**src/sv/lkr_pkg.sv**
```systemverilog
// Shared types and constants for the LRU-K frame replacer.
package lkr_pkg;

    localparam int SLOT_CNT = 16;
    localparam int FID_W    = 4;
    localparam int CNT_W    = 4;
    localparam int EVC_W    = 5;
    localparam int K_W      = 4;

    localparam logic [K_W-1:0] K_RESET = 4'd2;

    typedef enum logic [1:0] {
        FN_ACCESS    = 2'd0,
        FN_SET_EVICT = 2'd1,
        FN_REMOVE    = 2'd2,
        FN_EVICT     = 2'd3
    } t_func;

    typedef enum logic [1:0] {
        CELL_NOP    = 2'd0,
        CELL_ACCESS = 2'd1,
        CELL_SETEV  = 2'd2,
        CELL_CLEAR  = 2'd3
    } t_cell_op;

    typedef enum logic {
        ST_IDLE = 1'b0,
        ST_SCAN = 1'b1
    } t_state;

    typedef struct packed {
        t_func            func;
        logic [FID_W-1:0] target_id;
        logic             evict_flag;
    } t_req;

    typedef struct packed {
        logic             victim_found;
        logic [FID_W-1:0] victim_frame;
        logic             error_flag;
        logic [EVC_W-1:0] evictable_count;
    } t_rsp;

    typedef struct packed {
        t_cell_op op;
        logic     flag;
    } t_cell_cmd;

    typedef struct packed {
        logic tracked;
        logic can_evict;
    } t_cell_stat;

endpackage

```
**src/sv/lru_k_frame_replacer.sv**
```systemverilog
// Top level: request control, evictable count and the chain of frame cells.
// Access, set evictable and remove: result registered in the cycle after the
// request; busy stays low, so a request may start every cycle.
// Evict: busy while the best candidate moves down the cell chain one cell per
// cycle, then the result follows.
// Synchronous reset empties every entry and sets k to 2 at once.
module lru_k_frame_replacer #(
    parameter int STAMP_WIDTH = 32
) (
    input  logic                    i_clk,
    input  logic                    i_rst_n,
    input  logic                    start,
    output logic                    busy,
    input  lkr_pkg::t_req           i_req,
    input  logic                    i_cfg_we,
    input  logic [lkr_pkg::K_W-1:0] i_cfg_wdata,
    output logic                    o_rsp_valid,
    output lkr_pkg::t_rsp           o_rsp
);

    localparam int NS = lkr_pkg::SLOT_CNT;
    localparam int IW = (NS > 1) ? $clog2(NS) : 1;
    localparam int CW = $clog2(NS + 1);
    localparam int SW = STAMP_WIDTH;

    lkr_pkg::t_state r_state, n_state;
    logic [CW-1:0]            r_cnt;
    logic [lkr_pkg::K_W-1:0]  r_k;
    logic [SW-1:0]            r_stamp;
    logic [lkr_pkg::EVC_W-1:0] r_evcnt, n_evcnt;
    logic                     r_rsp_valid;
    lkr_pkg::t_rsp            r_rsp;

    logic                     accept;
    logic                     scan_done;
    logic                     id_ok;
    logic [lkr_pkg::K_W-1:0]  k_eff;
    lkr_pkg::t_cell_cmd       cmd;
    lkr_pkg::t_cell_stat      addr_stat;
    logic [NS-1:0]            sel;
    logic                     err;

    lkr_pkg::t_cell_stat      stat     [NS];
    logic                     cv       [NS+1];
    logic [SW:0]              ck       [NS+1];
    logic [IW-1:0]            cid      [NS+1];

    assign accept = start & ~busy;
    assign id_ok  = int'(i_req.target_id) < NS;
    assign k_eff  = (r_k == '0) ? lkr_pkg::K_W'(1) : r_k;

    // state machine: next state
    always_comb begin
        n_state = r_state;
        unique case (r_state)
            lkr_pkg::ST_IDLE:
                if (accept && i_req.func == lkr_pkg::FN_EVICT) n_state = lkr_pkg::ST_SCAN;
            lkr_pkg::ST_SCAN:
                if (scan_done) n_state = lkr_pkg::ST_IDLE;
            default: n_state = lkr_pkg::ST_IDLE;
        endcase
    end

    // state machine: outputs
    always_comb begin
        busy      = 1'b0;
        scan_done = 1'b0;
        unique case (r_state)
            lkr_pkg::ST_IDLE: begin
            end
            lkr_pkg::ST_SCAN: begin
                busy      = 1'b1;
                scan_done = (r_cnt == CW'(NS));
            end
            default: begin
            end
        endcase
    end

    always_comb begin
        addr_stat = '0;
        for (int i = 0; i < NS; i++) begin
            if (id_ok && int'(i_req.target_id) == i) addr_stat = stat[i];
        end
    end

    // cell command and selection
    always_comb begin
        cmd.op   = lkr_pkg::CELL_NOP;
        cmd.flag = i_req.evict_flag;
        err      = 1'b0;
        n_evcnt  = r_evcnt;
        for (int i = 0; i < NS; i++) begin
            sel[i] = 1'b0;
        end
        if (scan_done) begin
            if (cv[NS]) begin
                cmd.op = lkr_pkg::CELL_CLEAR;
                for (int i = 0; i < NS; i++) begin
                    sel[i] = (int'(cid[NS]) == i);
                end
                if (r_evcnt != '0) n_evcnt = r_evcnt - 1'b1;
            end
        end else if (accept && id_ok) begin
            for (int i = 0; i < NS; i++) begin
                sel[i] = (int'(i_req.target_id) == i);
            end
            unique case (i_req.func)
                lkr_pkg::FN_ACCESS: cmd.op = lkr_pkg::CELL_ACCESS;
                lkr_pkg::FN_SET_EVICT: begin
                    cmd.op = lkr_pkg::CELL_SETEV;
                    if (addr_stat.tracked && addr_stat.can_evict != i_req.evict_flag) begin
                        if (i_req.evict_flag) begin
                            n_evcnt = r_evcnt + 1'b1;
                        end else if (r_evcnt != '0) begin
                            n_evcnt = r_evcnt - 1'b1;
                        end
                    end
                end
                lkr_pkg::FN_REMOVE: begin
                    if (addr_stat.tracked) begin
                        if (!addr_stat.can_evict) begin
                            err = 1'b1;
                        end else begin
                            cmd.op = lkr_pkg::CELL_CLEAR;
                            if (r_evcnt != '0) n_evcnt = r_evcnt - 1'b1;
                        end
                    end
                end
                lkr_pkg::FN_EVICT: cmd.op = lkr_pkg::CELL_NOP;
                default: cmd.op = lkr_pkg::CELL_NOP;
            endcase
        end
    end

    always_ff @(posedge i_clk) begin
        if (!i_rst_n) begin
            r_state     <= lkr_pkg::ST_IDLE;
            r_cnt       <= '0;
            r_k         <= lkr_pkg::K_RESET;
            r_stamp     <= '0;
            r_evcnt     <= '0;
            r_rsp_valid <= 1'b0;
        end else begin
            r_state <= n_state;
            r_evcnt <= n_evcnt;
            if (i_cfg_we) r_k <= i_cfg_wdata;
            if (accept) begin
                r_cnt <= '0;
            end else if (busy) begin
                r_cnt <= r_cnt + 1'b1;
            end
            if (accept && id_ok && i_req.func == lkr_pkg::FN_ACCESS) begin
                r_stamp <= r_stamp + 1'b1;
            end
            r_rsp_valid <= scan_done | (accept && i_req.func != lkr_pkg::FN_EVICT);
        end
    end

    always_ff @(posedge i_clk) begin
        r_rsp.victim_found    <= scan_done & cv[NS];
        r_rsp.victim_frame    <= (scan_done && cv[NS]) ?
                                 lkr_pkg::FID_W'(cid[NS]) : '0;
        r_rsp.error_flag      <= err;
        r_rsp.evictable_count <= n_evcnt;
    end

    assign o_rsp_valid = r_rsp_valid;
    assign o_rsp       = r_rsp;

    // chain head feeds an empty candidate
    assign cv[0]  = 1'b0;
    assign ck[0]  = '0;
    assign cid[0] = '0;

    for (genvar g = 0; g < NS; g++) begin : g_cell
        lkr_cell #(
            .SW(SW),
            .IW(IW),
            .ID(g)
        ) u_cell (
            .i_clk       (i_clk),
            .i_rst_n     (i_rst_n),
            .i_sel       (sel[g]),
            .i_cmd       (cmd),
            .i_k         (k_eff),
            .i_now       (r_stamp),
            .i_cand_valid(cv[g]),
            .i_cand_key  (ck[g]),
            .i_cand_id   (cid[g]),
            .o_cand_valid(cv[g+1]),
            .o_cand_key  (ck[g+1]),
            .o_cand_id   (cid[g+1]),
            .o_stat      (stat[g])
        );
    end

endmodule

```
**src/sv/lkr_cell.sv**
```systemverilog
// One frame entry of the replacer, with its stage of the victim search chain.
module lkr_cell #(
    parameter int SW = 32,
    parameter int IW = 4,
    parameter int ID = 0
) (
    input  logic                   i_clk,
    input  logic                   i_rst_n,
    input  logic                   i_sel,
    input  lkr_pkg::t_cell_cmd     i_cmd,
    input  logic [lkr_pkg::K_W-1:0] i_k,
    input  logic [SW-1:0]          i_now,
    input  logic                   i_cand_valid,
    input  logic [SW:0]            i_cand_key,
    input  logic [IW-1:0]          i_cand_id,
    output logic                   o_cand_valid,
    output logic [SW:0]            o_cand_key,
    output logic [IW-1:0]          o_cand_id,
    output lkr_pkg::t_cell_stat    o_stat
);

    logic                        r_tracked;
    logic                        r_can_evict;
    logic [lkr_pkg::CNT_W-1:0]   r_cnt;
    logic [SW-1:0]               r_stamp;

    logic                        n_tracked;
    logic                        n_can_evict;
    logic [lkr_pkg::CNT_W-1:0]   n_cnt;
    logic [SW-1:0]               n_stamp;

    logic [lkr_pkg::CNT_W-1:0]   base_cnt;
    logic [lkr_pkg::CNT_W-1:0]   inc_cnt;
    logic [SW:0]                 own_key;
    logic                        own_ok;
    logic                        take_own;

    assign base_cnt = r_tracked ? r_cnt : '0;
    assign inc_cnt  = (base_cnt < i_k) ? base_cnt + 1'b1 : base_cnt;

    always_comb begin
        n_tracked   = r_tracked;
        n_can_evict = r_can_evict;
        n_cnt       = r_cnt;
        n_stamp     = r_stamp;
        if (i_sel) begin
            unique case (i_cmd.op)
                lkr_pkg::CELL_ACCESS: begin
                    n_tracked   = 1'b1;
                    n_can_evict = r_tracked & r_can_evict;
                    n_cnt       = inc_cnt;
                    // first-access group keeps its original stamp
                    n_stamp     = (inc_cnt >= i_k || !r_tracked) ? i_now : r_stamp;
                end
                lkr_pkg::CELL_SETEV: begin
                    if (r_tracked) begin
                        n_can_evict = i_cmd.flag;
                    end
                end
                lkr_pkg::CELL_CLEAR: begin
                    n_tracked   = 1'b0;
                    n_can_evict = 1'b0;
                    n_cnt       = '0;
                    n_stamp     = '0;
                end
                lkr_pkg::CELL_NOP: begin
                end
                default: begin
                end
            endcase
        end
    end

    always_ff @(posedge i_clk) begin
        if (!i_rst_n) begin
            r_tracked   <= 1'b0;
            r_can_evict <= 1'b0;
            r_cnt       <= '0;
        end else begin
            r_tracked   <= n_tracked;
            r_can_evict <= n_can_evict;
            r_cnt       <= n_cnt;
        end
        r_stamp <= n_stamp;
    end

    // Older first-access entries sort below the at-k group; lower ids come
    // down the chain first, so only a strictly smaller key replaces.
    assign own_key  = {(r_cnt >= i_k), r_stamp};
    assign own_ok   = r_tracked & r_can_evict;
    assign take_own = own_ok && (!i_cand_valid || own_key < i_cand_key);

    always_ff @(posedge i_clk) begin
        if (!i_rst_n) begin
            o_cand_valid <= 1'b0;
        end else begin
            o_cand_valid <= i_cand_valid | own_ok;
        end
        o_cand_key <= take_own ? own_key : i_cand_key;
        o_cand_id  <= take_own ? IW'(ID) : i_cand_id;
    end

    assign o_stat.tracked   = r_tracked;
    assign o_stat.can_evict = r_can_evict;

endmodule
```
**config.mk**
```make
export PLATFORM = sky130hd
export DESIGN_NAME = lru_k_frame_replacer
export DESIGN_NICKNAME = d
export VERILOG_FILES = /design/src/sv/lkr_pkg.sv /design/src/sv/lru_k_frame_replacer.sv /design/src/sv/lkr_cell.sv
export SDC_FILE = /design/constraint.sdc
export NUM_CORES = 2
export LEC_CHECK = 0
export BUFFER_PORTS_ARGS = -buffer_cell sky130_fd_sc_hd__buf_2
export CAP_MARGIN = 0
export CORE_MARGIN = 8
export CORE_UTILIZATION = 55
export DETAILED_ROUTE_END_ITERATION = 8
export PLACE_DENSITY = 0.73
export SLEW_MARGIN = 20
export SYNTH_ARGS = -nofsm -noshare
export SYNTH_HDL_FRONTEND = slang
export SYNTH_SLANG_ARGS = --single-unit
```
**constraint.sdc**
```tcl
create_clock -name i_clk -period 7.55 [get_ports i_clk]
set_clock_uncertainty 0.2 [all_clocks]
set_input_delay 1.1325 -clock i_clk [delete_from_list [all_inputs] [get_ports i_clk]]
set_output_delay 1.1325 -clock i_clk [all_outputs]
set_load 0.05 [all_outputs]
```
==> results by group <==
Run status
  – Status: complete, no violations

Critical path
  – Endpoint class of the critical path: flop
  – Critical path class: reg -> reg
  – Worst EP arrival: 5.68 ns
  – CP Launch Type: flop
  – R2R cell count: 16
  – CP Max Fanout: 20
  – Critical Path RT: approximately 7.9 ns

Floorplanning
  – Die Wd: about 340 µm
  – Io pins: 28
  – Starting Density: 55.4%
  – Die Y: 341 µm
  – Core Box Area: 105000 µm²
  – Num rows: 119
  – DIE AREA: 117000 µm²

Timing
  – Max Fclk: roughly 190 MHz
  – Rel. slew slack: 27.9%
  – Setup_tns: 0 ns
  – Tmin final: 5.31 ns
  – RSZ-0062 raised after global routing: no
  – Final hold vios: 0
  – Max Slew Vio Count: 0
  – Final setup viols: 0
  – Worst slew pin tran: 1.08 ns
  – Fin crit share: between 70% and 80%

Detailed routing
  – DRT Pass-1 Iters: 8
  – DRC viols: 0
  – Routed vias: between 30k and 40k
  – Final ANT Viol Nets: 0
  – Wirelength per Cell: 19.0 µm
  – WL final: 126 mm
  – Vias per cell: ~5.6
  – Drt first-iter violations: 2250

Yosys
  – Synthesized cell area: 58200 µm²
  – Synthesized instance count: 5040
  – Distinct cells, synth: 91
  – Seq/Total Area, Yosys: 51.0%
  – Asr flop ratio synth: 0%
  – Mean Syn Cell Area: 11.6 µm²
  – Seq cells post-synth: 1227
  – Number of synthesized flops with an enable pin: between 500 and 600
  – Top_reg_cell synth: dfxtp_1
  – Yosys warns: 0
  – Syn nets: approximately 5.7k

Finish
  – Layout cells sized above 1: 15.6%
  – Final Net Count: 5811
  – Area grow syn2layout: 10.4%

Clock tree
  – Clk slew on worst S/H paths: 0.06 ns
  – Level count of the clock H-tree: 3
  – Later-pin clock latency in the skew report: 0.70 ns
  – Max Buffers Root-to-Sink: 3
  – CTS tree: yes
  – Clock sink count: 1227
  – Post_cts resized: 0
  – Number of hold buffers added after CTS: 0
  – CTS buffer count: between 100 and 150
  – Post-CTS Setup Inserts: 0
  – Clk root buf: clkbuf_16

Global route
  – Vias in the first global route: between 30k and 40k
  – Grt total ovfl: 0
  – Initial antenna violation count: 1
  – GRT Util Overall: 21.2%
  – Global-route wire length before repair: 202 mm
  – Largest net degree at the start of global routing: 96

Pwr
  – Power Dens Cells: 205 nW/µm²
  – Pleak: 26.5 nW
  – Peak supply drop: 0.000193 V
  – Overall power: between 10 and 15 mW

Placed design
  – Gpl congestion: between 0.8 and 0.9
  – DPL Wire Length: 91.3 mm
  – Buffers added on ports: 27

Min path
  – Hold Crit Class: reg -> reg
  – Hold Path Cell Cnt: 1

Job
  – Max-cap violation count: 0
-- Yosys cell counts (14+ instances only) --
master / number / area share, %
xnor2_1: 65 / 0.98
a21oi_1: 226 / 1.9
mux2_2: 477 / 9.2
nor2_1: 87 / 0.56
nor3_1: 54 / 0.46
o21ai_0: 166 / 1.4
nand2_1: 243 / 1.6
and4_1: 22 / 0.33
o21a_1: 27 / 0.35
o211ai_1: 21 / 0.27
nand4_1: 94 / 1.0
and3_1: 46 / 0.49
nand3_1: 89 / 0.76
o22ai_1: 14 / 0.15
nand2b_1: 89 / 0.96
buf_2: 42 / 0.36
xor2_1: 14 / 0.21
nor2b_1: 95 / 1.0
inv_1: 583 / 3.8
o2111ai_1: 16 / 0.24
edfxtp_1: 512 / 26
a21boi_0: 34 / 0.44
a211oi_1: 21 / 0.27
ha_1: 682 / 15
a21o_1: 140 / 1.8
a41oi_1: 21 / 0.32
dfxtp_1: 715 / 25
a21boi_1: 19 / 0.24
clkbuf_1: 64 / 0.41
and2_1: 134 / 1.4
-- sequential cells by signal (all words and copies together) (netlist names) --
register and flops:
g_cell.u_cell.r_stamp 512, g_cell.u_cell.o_cand_key 495, g_cell.u_cell.r_cnt 64, g_cell.u_cell.o_cand_id 49, r_stamp 32, g_cell.u_cell.o_cand_valid 16
g_cell.u_cell.r_can_evict 16, g_cell.u_cell.r_tracked 16, o_rsp 11, r_cnt 5, r_evcnt 5, r_k 4
o_rsp_valid 1, r_state 1
-- worst max-delay path, stage by stage, from the launching register on --
cell,delay (ns)
dfxtp_1,0.30
buf_4,0.22
or2_2,0.51
ha_1,0.34
nand2b_1,0.14
a21oi_1,0.15
nor2b_1,0.06
o21ai_0,0.15
nand2b_1,0.12
ha_1,0.30
nand4_1,0.14
nor4_1,0.67
nand4_1,0.19
a311oi_1,0.79
a211oi_4,0.26
buf_4,0.31
mux2_2,0.31
-- metal layers --
| layer | vias to the layer above | routed length (µm) | GRT usage, % |
|---|---|---|---|
| met3 | 261 | 4830 | 2.54 |
| met5 | - | 0 | 0 |
| li1 | 18100 | - | - |
| met1 | 17700 | 56500 | 27.9 |
| met2 | 767 | 59800 | 36.0 |
| met4 | 0 | 4590 | 7.44 |
-- layout make-up --
| type | instances | area (µm²) |
|---|---|---|
| tap | 1391 | 1740 |
| sequential | 1227 | 29700 |
| timing repair buffer | 81 | 611 |
| antenna | 2 | 5.00 |
| fill | 8303 | 40800 |
| clock inverter | 52 | 524 |
| clock buffer | 175 | 3440 |
| inverter | 585 | 2200 |
| multi-input combinational | 3100 | 26100 |
-- through the flow --
step	instances	setup WS [ns]	util (%)	hold slack, ns	instance area (µm²)
4_1_cts	6611	2.31	61.2	0.216	64300
3_3_place_gp	6380	2.06	57.3	0.198	60200
3_5_place_dp	6384	2.08	57.4	0.195	60300
2_1_floorplan	5040	1.72	-	0.186	58200
5_1_grt	6611	1.96	61.2	0.236	64300
6_report	6613	2.24	61.2	0.211	64300
-- where the power goes --
part / leakage, nW / switching, mW / internal [mW]
clock network: 1.94 / 2.55 / 3.44
logic: 13.6 / 0.224 / 0.111
registers: 11.0 / 0.00978 / 6.86
total: 26.5 / 2.78 / 10.4
-- placed cells by master (no fill, tap or decap), drive strengths merged, types with 8 or more instances in the layout --
master,synthesis,final
a41oi,21,21
bufinv,0,8
ha,682,682
mux2,480,480
nor3,56,56
o31ai,13,13
dfxtp,715,715
o21a,27,27
a221oi,9,9
clkinv,1,40
nand3,89,89
o21ai,183,183
and4,22,22
nand3b,9,9
or2,15,15
a21o,140,140
a21boi,53,53
nand2,247,247
o2111ai,16,16
mux2i,13,13
a21oi,228,228
nor2,89,89
a31oi,10,10
buf,62,81
o22ai,14,14
o211ai,21,21
or3,12,12
inv,584,585
clkbuf,66,175
edfxtp,512,512
xor2,14,14
and2,137,137
nand4,94,94
nor2b,95,95
nand2b,89,89
a211oi,23,23
xnor2,65,65
and3,46,46
nor4,12,12
-- logic make-up after synthesis --
group,Yosys count,share of synthesized area [%]
compound gates,825,9.41
mux,493,9.50
flops,1227,51.0
simple gates,1021,9.44
fa+ha+maj,682,14.7
xor+xnor,79,1.19
buf+inv,713,4.83
-- path summary, 6_finish.rpt --
check                                            from                                        to  slack (ns)
max                               r_k[0]$_SDFFE_PN0P_    g_cell[5].u_cell.o_cand_key[0]$_DFF_P_        2.24
min          g_cell[2].u_cell.o_cand_id[1]$_SDFF_PP1_  g_cell[3].u_cell.o_cand_id[1]$_SDFF_PP1_        0.21
max reg2reg                       r_k[0]$_SDFFE_PN0P_    g_cell[5].u_cell.o_cand_key[0]$_DFF_P_        2.24
min reg2reg  g_cell[2].u_cell.o_cand_id[1]$_SDFF_PP1_  g_cell[3].u_cell.o_cand_id[1]$_SDFF_PP1_        0.21
Power figures use the tool's default switching activity.
